### src/hw/rtl/aps_pkg.sv
package aps_pkg;

    localparam int SAMPLE_W    = 16;
    localparam int DIM_W       = 7;
    localparam int POOL_W      = 3;
    localparam int POS_W       = 8;
    localparam int CFG_INDEX_W = 2;
    localparam int MAX_HEIGHT  = 64;

    localparam int DEF_MAX_WIDTH = 64;
    localparam int DEF_MAX_POOL  = 4;

    localparam logic [CFG_INDEX_W-1:0] REG_WIDTH  = 2'd0;
    localparam logic [CFG_INDEX_W-1:0] REG_HEIGHT = 2'd1;
    localparam logic [CFG_INDEX_W-1:0] REG_POOL   = 2'd2;

    localparam logic [DIM_W-1:0]  RST_WIDTH  = 7'd24;
    localparam logic [DIM_W-1:0]  RST_HEIGHT = 7'd24;
    localparam logic [POOL_W-1:0] RST_POOL   = 3'd2;

    // Controller to datapath.
    typedef struct packed {
        logic take;
        logic accum;
        logic div_step;
        logic out_load;
    } aps_cmd_t;

    // Datapath to controller.
    typedef struct packed {
        logic emit;
        logic out_free;
    } aps_sts_t;

endpackage

### src/hw/rtl/aps_ctrl.sv
module aps_ctrl (
    input  logic              aclk,
    input  logic              aresetn,
    input  logic              s_valid,
    output logic              s_ready,
    input  aps_pkg::aps_sts_t sts,
    output aps_pkg::aps_cmd_t cmd
);

    localparam int CNT_W = $clog2(aps_pkg::SAMPLE_W);

    typedef enum logic [2:0] {
        ST_IDLE,
        ST_READ,
        ST_ACCUM,
        ST_DIVIDE,
        ST_FINISH
    } state_t;

    state_t             state_reg;
    logic               ready_reg;
    logic [CNT_W-1:0]   cnt_reg;

    assign s_ready      = ready_reg;
    assign cmd.take     = s_valid && ready_reg;
    assign cmd.accum    = (state_reg == ST_ACCUM);
    assign cmd.div_step = (state_reg == ST_DIVIDE);
    assign cmd.out_load = (state_reg == ST_FINISH) && sts.out_free;

    always_ff @(posedge aclk) begin
        if (!aresetn) begin
            state_reg <= ST_IDLE;
            ready_reg <= 1'b1;
            cnt_reg   <= '0;
        end else begin
            case (state_reg)
                ST_IDLE: begin
                    if (s_valid && ready_reg) begin
                        state_reg <= ST_READ;
                        ready_reg <= 1'b0;
                    end
                end
                ST_READ: begin
                    state_reg <= ST_ACCUM;
                end
                ST_ACCUM: begin
                    cnt_reg <= '0;
                    if (sts.emit) begin
                        state_reg <= ST_DIVIDE;
                    end else begin
                        state_reg <= ST_IDLE;
                        ready_reg <= 1'b1;
                    end
                end
                ST_DIVIDE: begin
                    cnt_reg <= cnt_reg + 1'b1;
                    if (cnt_reg == CNT_W'(aps_pkg::SAMPLE_W - 1)) begin
                        state_reg <= ST_FINISH;
                    end
                end
                ST_FINISH: begin
                    if (sts.out_free) begin
                        state_reg <= ST_IDLE;
                        ready_reg <= 1'b1;
                    end
                end
                default: begin
                    state_reg <= ST_IDLE;
                    ready_reg <= 1'b1;
                end
            endcase
        end
    end

endmodule

### src/hw/rtl/aps_datapath.sv
module aps_datapath #(
    parameter int MAX_WIDTH = aps_pkg::DEF_MAX_WIDTH,
    parameter int MAX_POOL  = aps_pkg::DEF_MAX_POOL
) (
    input  logic                                 aclk,
    input  logic                                 aresetn,
    input  logic [aps_pkg::SAMPLE_W-1:0]         s_sample,
    output logic                                 m_valid,
    input  logic                                 m_ready,
    output logic [aps_pkg::SAMPLE_W-1:0]         m_average,
    output logic                                 m_map_done,
    input  logic                                 cfg_valid,
    output logic                                 cfg_ready,
    input  logic [aps_pkg::CFG_INDEX_W-1:0]      cfg_index,
    input  logic [aps_pkg::DIM_W-1:0]            cfg_data,
    input  aps_pkg::aps_cmd_t                    cmd,
    output aps_pkg::aps_sts_t                    sts
);

    localparam int SW     = aps_pkg::SAMPLE_W;
    localparam int DW     = aps_pkg::DIM_W;
    localparam int PW     = aps_pkg::POOL_W;
    localparam int QW     = aps_pkg::POS_W;
    localparam int ADDR_W = (MAX_WIDTH > 1) ? $clog2(MAX_WIDTH) : 1;
    localparam int SUM_W  = SW + $clog2(MAX_POOL * MAX_POOL);
    localparam int DIV_W  = $clog2(MAX_POOL * MAX_POOL + 1);
    localparam int REM_W  = DIV_W + SW;
    localparam int WIDTH_CAP = (MAX_WIDTH < 127) ? MAX_WIDTH : 127;
    localparam int POOL_CAP  = (MAX_POOL < 7) ? MAX_POOL : 7;

    typedef struct packed {
        logic in_win;
        logic first;
        logic last;
        logic map_last;
    } item_t;

    // Configuration
    logic [DW-1:0] width_reg;
    logic [DW-1:0] height_reg;
    logic [PW-1:0] pool_reg;
    logic          cfg_hit;

    // Position tracking
    logic [DW-1:0]     col_reg;
    logic [DW-1:0]     row_reg;
    logic [PW-1:0]     cp_reg;
    logic [PW-1:0]     rp_reg;
    logic [QW-1:0]     cs_reg;
    logic [QW-1:0]     rs_reg;
    logic [ADDR_W-1:0] j_reg;

    // Item in flight
    item_t             item_reg;
    logic [ADDR_W-1:0] addr_reg;
    logic [SW-1:0]     sample_reg;
    logic [SUM_W-1:0]  rd_data_reg;
    logic [SUM_W-1:0]  mem [MAX_WIDTH];

    // Divider and output
    logic [REM_W-1:0] rem_reg;
    logic [REM_W-1:0] dsh_reg;
    logic [SW-1:0]    quo_reg;
    logic             done_reg;
    logic             m_valid_reg;
    logic [SW-1:0]    m_average_reg;
    logic             m_map_done_reg;

    logic [DW-1:0]     w_eff;
    logic [DW-1:0]     h_eff;
    logic [PW-1:0]     p_eff;
    logic [2*PW-1:0]   p_sq;
    logic [QW-1:0]     p_ext;
    logic [QW-1:0]     w_ext;
    logic [QW-1:0]     h_ext;
    logic              cp_last;
    logic              rp_last;
    item_t             item_now;
    logic [SUM_W-1:0]  acc_sum;
    logic              div_ge;

    always_comb begin
        if (width_reg == '0) begin
            w_eff = DW'(1);
        end else if (width_reg > DW'(WIDTH_CAP)) begin
            w_eff = DW'(WIDTH_CAP);
        end else begin
            w_eff = width_reg;
        end
        if (height_reg == '0) begin
            h_eff = DW'(1);
        end else if (height_reg > DW'(aps_pkg::MAX_HEIGHT)) begin
            h_eff = DW'(aps_pkg::MAX_HEIGHT);
        end else begin
            h_eff = height_reg;
        end
        if (pool_reg == '0) begin
            p_eff = PW'(1);
        end else if (pool_reg > PW'(POOL_CAP)) begin
            p_eff = PW'(POOL_CAP);
        end else begin
            p_eff = pool_reg;
        end
    end

    assign p_sq  = (2*PW)'(p_eff) * (2*PW)'(p_eff);
    assign p_ext = QW'(p_eff);
    assign w_ext = QW'(w_eff);
    assign h_ext = QW'(h_eff);

    assign cp_last = (cp_reg == p_eff - 1'b1);
    assign rp_last = (rp_reg == p_eff - 1'b1);

    // A window is used only if it fits whole; the map ends at the last
    // window for which no further whole window follows in either direction.
    assign item_now.in_win   = ((cs_reg + p_ext) <= w_ext) && ((rs_reg + p_ext) <= h_ext);
    assign item_now.first    = (cp_reg == '0) && (rp_reg == '0);
    assign item_now.last     = cp_last && rp_last;
    assign item_now.map_last = cp_last && rp_last
                               && ((cs_reg + p_ext + p_ext) > w_ext)
                               && ((rs_reg + p_ext + p_ext) > h_ext);

    // The first sample of a window starts a fresh sum, so stale entries never matter.
    assign acc_sum = (item_reg.first ? '0 : rd_data_reg) + SUM_W'(sample_reg);
    assign div_ge  = (rem_reg >= dsh_reg);

    assign cfg_hit = cfg_valid && ((cfg_index == aps_pkg::REG_WIDTH)
                                || (cfg_index == aps_pkg::REG_HEIGHT)
                                || (cfg_index == aps_pkg::REG_POOL));

    assign cfg_ready    = 1'b1;
    assign sts.emit     = item_reg.in_win && item_reg.last;
    assign sts.out_free = !m_valid_reg || m_ready;
    assign m_valid      = m_valid_reg;
    assign m_average    = m_average_reg;
    assign m_map_done   = m_map_done_reg;

    always_ff @(posedge aclk) begin
        if (!aresetn) begin
            width_reg  <= aps_pkg::RST_WIDTH;
            height_reg <= aps_pkg::RST_HEIGHT;
            pool_reg   <= aps_pkg::RST_POOL;
        end else if (cfg_valid) begin
            if (cfg_index == aps_pkg::REG_WIDTH) begin
                width_reg <= cfg_data;
            end
            if (cfg_index == aps_pkg::REG_HEIGHT) begin
                height_reg <= cfg_data;
            end
            if (cfg_index == aps_pkg::REG_POOL) begin
                pool_reg <= cfg_data[PW-1:0];
            end
        end
    end

    always_ff @(posedge aclk) begin
        if (!aresetn || cfg_hit) begin
            col_reg <= '0;
            row_reg <= '0;
            cp_reg  <= '0;
            rp_reg  <= '0;
            cs_reg  <= '0;
            rs_reg  <= '0;
            j_reg   <= '0;
        end else if (cmd.take) begin
            if (col_reg == w_eff - 1'b1) begin
                col_reg <= '0;
                cp_reg  <= '0;
                cs_reg  <= '0;
                j_reg   <= '0;
                if (row_reg == h_eff - 1'b1) begin
                    row_reg <= '0;
                    rp_reg  <= '0;
                    rs_reg  <= '0;
                end else begin
                    row_reg <= row_reg + 1'b1;
                    if (rp_last) begin
                        rp_reg <= '0;
                        rs_reg <= rs_reg + p_ext;
                    end else begin
                        rp_reg <= rp_reg + 1'b1;
                    end
                end
            end else begin
                col_reg <= col_reg + 1'b1;
                if (cp_last) begin
                    cp_reg <= '0;
                    cs_reg <= cs_reg + p_ext;
                    j_reg  <= j_reg + 1'b1;
                end else begin
                    cp_reg <= cp_reg + 1'b1;
                end
            end
        end
    end

    always_ff @(posedge aclk) begin
        if (!aresetn) begin
            item_reg <= '0;
        end else if (cmd.take) begin
            item_reg <= item_now;
        end
    end

    always_ff @(posedge aclk) begin
        if (cmd.take) begin
            addr_reg    <= j_reg;
            sample_reg  <= s_sample;
            rd_data_reg <= mem[j_reg];
        end
        if (cmd.accum && item_reg.in_win && !item_reg.last) begin
            mem[addr_reg] <= acc_sum;
        end
    end

    // Restoring division, one quotient bit per cycle, most significant first.
    always_ff @(posedge aclk) begin
        if (cmd.accum && sts.emit) begin
            rem_reg  <= REM_W'(acc_sum);
            dsh_reg  <= REM_W'(DIV_W'(p_sq)) << (SW - 1);
            done_reg <= item_reg.map_last;
        end else if (cmd.div_step) begin
            rem_reg <= div_ge ? (rem_reg - dsh_reg) : rem_reg;
            dsh_reg <= dsh_reg >> 1;
            quo_reg <= {quo_reg[SW-2:0], div_ge};
        end
    end

    always_ff @(posedge aclk) begin
        if (!aresetn) begin
            m_valid_reg <= 1'b0;
        end else if (cmd.out_load) begin
            m_valid_reg <= 1'b1;
        end else if (m_ready) begin
            m_valid_reg <= 1'b0;
        end
    end

    always_ff @(posedge aclk) begin
        if (cmd.out_load) begin
            m_average_reg  <= quo_reg;
            m_map_done_reg <= done_reg;
        end
    end

endmodule

### src/hw/rtl/average_pooling_stream.sv
// Each accepted sample passes the memory read, then accumulate; no new sample is taken
// until it is through. A sample that completes a window then runs the 16-step serial
// divider and waits in the finish state until the output register can take its average.
// The output register lets the next sample in while an average waits to be taken.
// Reset (aresetn low, synchronous) restores the default size and pool and restarts the map.
module average_pooling_stream #(
    parameter int MAX_WIDTH = aps_pkg::DEF_MAX_WIDTH,
    parameter int MAX_POOL  = aps_pkg::DEF_MAX_POOL
) (
    input  logic                            aclk,
    input  logic                            aresetn,
    input  logic                            s_valid,
    output logic                            s_ready,
    input  logic [aps_pkg::SAMPLE_W-1:0]    s_sample,
    output logic                            m_valid,
    input  logic                            m_ready,
    output logic [aps_pkg::SAMPLE_W-1:0]    m_average,
    output logic                            m_map_done,
    input  logic                            cfg_valid,
    output logic                            cfg_ready,
    input  logic [aps_pkg::CFG_INDEX_W-1:0] cfg_index,
    input  logic [aps_pkg::DIM_W-1:0]       cfg_data
);

    aps_pkg::aps_cmd_t cmd;
    aps_pkg::aps_sts_t sts;

    aps_ctrl u_ctrl (
        .aclk    (aclk),
        .aresetn (aresetn),
        .s_valid (s_valid),
        .s_ready (s_ready),
        .sts     (sts),
        .cmd     (cmd)
    );

    aps_datapath #(
        .MAX_WIDTH (MAX_WIDTH),
        .MAX_POOL  (MAX_POOL)
    ) u_datapath (
        .aclk       (aclk),
        .aresetn    (aresetn),
        .s_sample   (s_sample),
        .m_valid    (m_valid),
        .m_ready    (m_ready),
        .m_average  (m_average),
        .m_map_done (m_map_done),
        .cfg_valid  (cfg_valid),
        .cfg_ready  (cfg_ready),
        .cfg_index  (cfg_index),
        .cfg_data   (cfg_data),
        .cmd        (cmd),
        .sts        (sts)
    );

endmodule

### config.mk
export PLATFORM = sky130hd
export DESIGN_NAME = average_pooling_stream
export DESIGN_NICKNAME = d
export VERILOG_FILES = /design/src/hw/rtl/aps_pkg.sv /design/src/hw/rtl/aps_ctrl.sv /design/src/hw/rtl/aps_datapath.sv /design/src/hw/rtl/average_pooling_stream.sv
export SDC_FILE = /design/constraint.sdc
export NUM_CORES = 2
export LEC_CHECK = 0
export BUFFER_PORTS_ARGS = -buffer_cell sky130_fd_sc_hd__buf_2
export CORE_ASPECT_RATIO = 2
export CORE_MARGIN = 2
export CORE_UTILIZATION = 48
export DETAILED_ROUTE_END_ITERATION = 16
export HOLD_SLACK_MARGIN = 0.03
export PLACE_DENSITY = 0.71
export SLEW_MARGIN = 20
export SYNTH_ARGS = -nofsm -noshare
export SYNTH_HDL_FRONTEND = slang
export SYNTH_HIERARCHICAL = 1
export SYNTH_SLANG_ARGS = --single-unit
### constraint.sdc
create_clock -name aclk -period 16.6 [get_ports aclk]
set_input_delay 0.83 -clock aclk [delete_from_list [all_inputs] [get_ports aclk]]
set_output_delay 0.83 -clock aclk [all_outputs]
set_load 0.02 [all_outputs]
# Yosys cells after proc, flatten, opt, wreduce, memory -nomap -nowiden
# Memory sizes are Yosys's and may differ from the RTL's. A register that Yosys moved wholly into a read port is not among the register bits.
# Cells that the tools add are included.
[classes]
n_addsub = 15
n_mul = 1
div_mod_pow = 0
order_cmp = 8
n_eq_ne = 15
shifts = 0
mux = 38
bitwise_logic = 2
n_reduce_logical = 44
[ops]
columns = ["operator", "n"]
rows = [
  ["$mux W20", 6],
  ["$mux W7", 6],
  ["$add A8 B3 Y8", 4],
  ["$mux W8", 4],
  ["$mux W3", 9],
  ["$ge A21 B20 Y1", 1],
  ["$sub A21 B20 Y21", 1],
  ["$add A20 B16 Y20", 1],
  ["$gt A8 B7 Y1", 2],
  ["$le A8 B7 Y1", 2],
  ["$reduce_and A2 Y1", 8],
  ["$pmux W3 S5", 1],
  ["$add A7 B1 Y7 const B", 2],
  ["$eq A7 B7 Y1", 2],
  ["$gt A7 B7 Y1 const B", 2],
  ["$logic_not A7 Y1", 2],
  ["$sub A7 B1 Y7 const B", 2],
  ["$logic_and A1 B1 Y1", 12],
  ["$logic_not A3 Y1", 4],
  ["$mux W6", 2],
  ["$reduce_bool A2 Y1", 6],
  ["$pmux W4 S2", 1],
  ["$mux W1", 7],
  ["$add A3 B1 Y3 const B", 2],
  ["23 further kinds", 34],
]
[totals]
reg_bits = 169
latchBits = 0
mem_bits_rw = 1280
rom_bits = 0
inputBits = 30
mem_count = 1
[memory_table]
columns = ["memory", "depth", "width", "rd", "rd_ports_with_merged_regs", "wr", "line", "source"]
rows = [
  ["u_datapath.mem", 64, 20, 1, 1, 1, "aps_datapath.sv:58", "logic [SUM_W-1:0] mem [MAX_WIDTH];"],
]

# Depth between registers and ports, before layout
[logic_depth]
word_depth = 8
depth_mapped = 17
depth_no_buf = 17

# By module
# Netlist, hierarchy kept.
[modules_own_cells]
columns = ["module", "instances", "cells_each", "area_each_um2", "seq_area_each_um2"]
rows = [
  ["aps_datapath", 1, 2945, 59301.9, 43071.3],
  ["aps_ctrl", 1, 50, 414.1, 160.2],
]

# Worst setup path before layout
# No wires, ideal clock.
[synth_timing]
path_type = "register to register"
startpoint = "register u_datapath/item_reg[2] (netlist bit)"
endpoint = "memory u_datapath/mem[0][9] (netlist bit), data pin"
setup_ns = 0.776
arrival_time_ns = 4.653
required_ns = 15.824
setup_slack_ns = 11.170
path_stages_with_launch = 11
synth_period_minus_slack_ns = 5.430
path_cell_list = "dfxtp_1 clkbuf_1 nand2b_1 inv_1 ha_1 a211oi_1 o21ai_0 a31oi_1 o21bai_1 a211oi_1 a311oi_1"
[synth_via]
elab_chain_cells = 2
[synth_lines]
columns = ["item", "line", "source"]
rows = [
  ["from (decl)", "aps_datapath.sv:54", "item_t item_reg;"],
  ["from (signal assigned)", "aps_datapath.sv:201", "item_reg <= item_now;"],
  ["$mux W20", "aps_datapath.sv:124", "assign acc_sum = (item_reg.first ? '0 : rd_data_reg) + SUM_W'(sample_reg);"],
  ["$add A20 B16 Y20", "aps_datapath.sv:124", ""],
  ["via u_datapath.acc_sum[9]", "aps_datapath.sv:79", "logic [SUM_W-1:0] acc_sum;"],
  ["to (decl)", "aps_datapath.sv:58", ""],
]
# The timed path passes the listed nets, and every way through them passes these cells.

==> flow_metrics.py <==
metrics = {
    "synth": {
        "syn_nets": 3122,
        "synth_top_area_frac": 0.694,
        "synth.cell_area_mm2": 0.0597,
        "synthSimpleGateAreaFrac": 0.0390,
        "synth-adder-area-share": 0.0211,
        "ys.flop_type": "edfxtp_1",
        "synth_area_leaders": "edfxtp_1, mux4_2, dfxtp_1, ha_1, nor2_1",
        "syn_inst": 2995,
        "synth_top_family_by_area": "multiplexers",
        "avgSynthCellArea_um2": 19.9,
        "synth_compound_area_frac": 0.0242,
        "synth.distinct_cells": 82,
        "synth_seq_cells": 1469,
        "synth_edf_count": 1381,
        "ys_seq_area_frac": 0.724,
        "synth_mux_area_frac": 0.165,
        "yosysTopAreaCell": "edfxtp_1",
        "yosys_warnings": 6,
        "synthArstFlopShare": 0,
        "synthXorXnorAreaFrac": 0.0126,
    },
    "cts": {
        "cts_tree": "built",
        "cts-root-buf": "clkbuf_16",
        "clkTransAtPathRegs_ns": 0.07,
        "clockBufferDepth": 3,
        "clk_latency_ns": 0.77,
        "cts_buffers": 132,
        "cts_hold_buffers": 0,
        "ctsResizeCount": 0,
        "cts.sink_count": 1469,
        "cts.htree.levels": 4,
        "postCtsSetupBuffers": 0,
    },
    "pwr": {
        "cellPowerDensity_mw_per_mm2": 124,
        "vdd_drop_max_mv": 0.114,
        "p_leak_nw": 20.7,
    },
    "routing": {
        "viasPerCell": 6.12,
        "drtIter0Drc": 3481,
        "ant_nets": 0,
        "drc": 0,
        "wl_per_cell_um": 28.8,
        "dr.pass1.iters": 6,
        "vias": 29800,
        "drt_wl_total_um": 141000,
    },
    "sta": {
        "skew_ns": 0.0257,
        "hold_violations": 0,
        "drv_slew": 0,
        "min_period_ns": 4.70,
        "worst_pin_slew_ns": 1.16,
        "slew_headroom": 0.224,
        "finalSetupTns_ns": 0,
        "setup_viol_count_final": 0,
        "rsz0062_at_grt": "no",
        "min_period_over_period": 0.283,
        "timing.fmax_mhz": 213,
    },
    "grt": {
        "grt_pass1_wl_um": 205000,
        "use_met3": 0.0434,
        "grt_pass1_vias": 30200,
        "grt_util_met1": 0.299,
        "grt_antenna_before_repair": 7,
        "grt_max_degree": 107,
        "gr-usage-met2": 0.367,
        "track_usage": 0.225,
        "overflow": 0,
        "top_usage_layer": "met2",
    },
    "min_path": {
        "holdCritPathClass": "input pin to register",
    },
    "cells_and_area": {
        "utilization": 0.540,
        "synthToLayoutAreaGrowth_pct": 12.0,
        "largest_reg_flops": 1280,
        "nets": 3234,
        "drive_above_1_share": 0.261,
    },
    "job": {
        "cap_violations": 0,
    },
    "setup_path": {
        "worstPathMaxFanout": 50,
        "critPathRequiredTime_ns": 17.11,
        "cpMostUsedCell": "mux4_2",
        "path_cells": "buf_4, buf_4, mux4_2, mux4_2, mux4_2",
        "crit_slowest_cell": "dfxtp_4",
        "crit_type": "register to register",
        "cp-end-kind": "register",
        "critPathLaunchType": "register",
        "slowest_delay_ns": 0.93,
        "critPathArrivalTime_ns": 5.21,
    },
    "die": {
        "io-pin-count": 50,
        "fp.dieArea_mm2": 0.127,
        "start_util": 0.482,
        "die-width_um": 253,
        "die_h_um": 503,
        "rows": 183,
        "fp.coreArea_mm2": 0.124,
    },
    "placed_design": {
        "dp_hpwl_um": 80500,
        "gp_congestion": 0.875,
        "port_buffers": 48,
    },
    "run_status": {
        "status": "completed",
    },
}
[final cells by class]
cell class              count  area (um^2)
repair buffers            114          773
diodes                      1         2.50
clock buffers             156         3470
fillers                  9223        57000
inverters                  59          223
well taps                1665         2080
flip-flops and latches   1469        43200
multi-input cells        1331        16200
clock inverters            81          891
[through the flow]
step / cells / worst slack, ns / total power, mW / area, um^2 / hold slack [ns]
final: 4876 / 11.90 / 8.30 / 66900 / 0.248
after global routing: 4875 / 11.51 / 8.54 / 66900 / 0.215
after CTS: 4873 / 11.74 / 8.34 / 66800 / 0.197
after detailed placement: 4636 / 11.72 / 5.28 / 62500 / 0.416
after global placement: 4636 / 11.76 / 5.24 / 62500 / 0.407
after floorplan: 2995 / 11.17 / 4.95 / 59700 / 0.400
[metal layers]
layer | wire length (um) | vias up
met5 | 19 | -
met4 | 5500 | 4
met3 | 12100 | 259
met2 | 69400 | 1339
met1 | 53600 | 15800
li1 | - | 12500
[report_power, final]
part | internal [mW] | switching (mW) | total, mW | leakage [nW]
clock | 1.73 | 1.35 | 3.08 | 2.13
sequential | 4.43 | 0.0287 | 4.46 | 13.2
combinational | 0.174 | 0.584 | 0.759 | 5.40
total | 6.33 | 1.96 | 8.30 | 20.7
[cells in the mapped netlist (all sizes together), types with 8 or more instances]
library cell / number
and3: 12
nand3b: 15
xor2: 34
o21a: 10
nand3: 29
o21ai: 53
buf: 60
clkbuf: 76
edfxtp: 1381
nand4: 20
mux4: 420
o31ai: 8
nor2b: 46
nor3: 25
ha: 91
nand2: 91
mux2i: 36
a31oi: 10
inv: 57
dfxtp: 88
nor2: 161
a21oi: 58
a21o: 18
xnor2: 52
nand2b: 25
[path summary, 6_finish.rpt]
| path | endpoint | cells past startpoint | start | slack (ns) |
|---|---|---|---|---|
| min reg2reg | u_datapath/m_average[15]$_DFFE_PP_ | 0 | u_datapath/quo_reg[15]$_DFFE_PP_ | 0.44 |
| min | u_datapath/sample_reg[7]$_DFFE_PP_ | 1 | s_sample[7] | 0.25 |
| max | u_datapath/rd_data_reg[18]$_DFFE_PP_ | 5 | u_datapath/j_reg[0]$_SDFFE_PP0P_ | 11.90 |
| max reg2reg | u_datapath/rd_data_reg[18]$_DFFE_PP_ | 5 | u_datapath/j_reg[0]$_SDFFE_PP0P_ | 11.90 |
[kinds of logic (layout without fill, tap and decap cells)]
| group | Yosys count | in the layout |
|---|---|---|
| DFF | 1469 | 1469 |
| and+or+nand+nor | 468 | 468 |
| muxes | 459 | 459 |
| AOI/OAI and AO/OA | 219 | 219 |
| buffers and inverters | 195 | 410 |
| adders and majority gates | 97 | 97 |
| xor gates and xnor gates | 86 | 86 |
| other | 2 | 3 |
[worst max-delay path, delay by kind of cell, from the launching register on]
family                 cells  cell delay, ns
buffers and inverters      2            1.74
muxes                      3            1.67
DFF                        1            0.93
[placed cells by master (no fill, tap or decap), types with 43 or more instances in the layout]
cell type	synthesis	layout
edfxtp_1	1381	1381
mux4_2	420	420
clkbuf_16	0	135
nor2_1	160	92
nand2_1	91	91
ha_1	91	90
dfxtp_1	88	82
buf_4	16	63
a21oi_1	57	56
inv_1	56	54
buf_2	21	48
o21ai_0	47	47
nor2_4	0	47
nor2b_1	46	46
xnor2_1	52	43
Note: power is estimated with default switching activity, not from simulation.
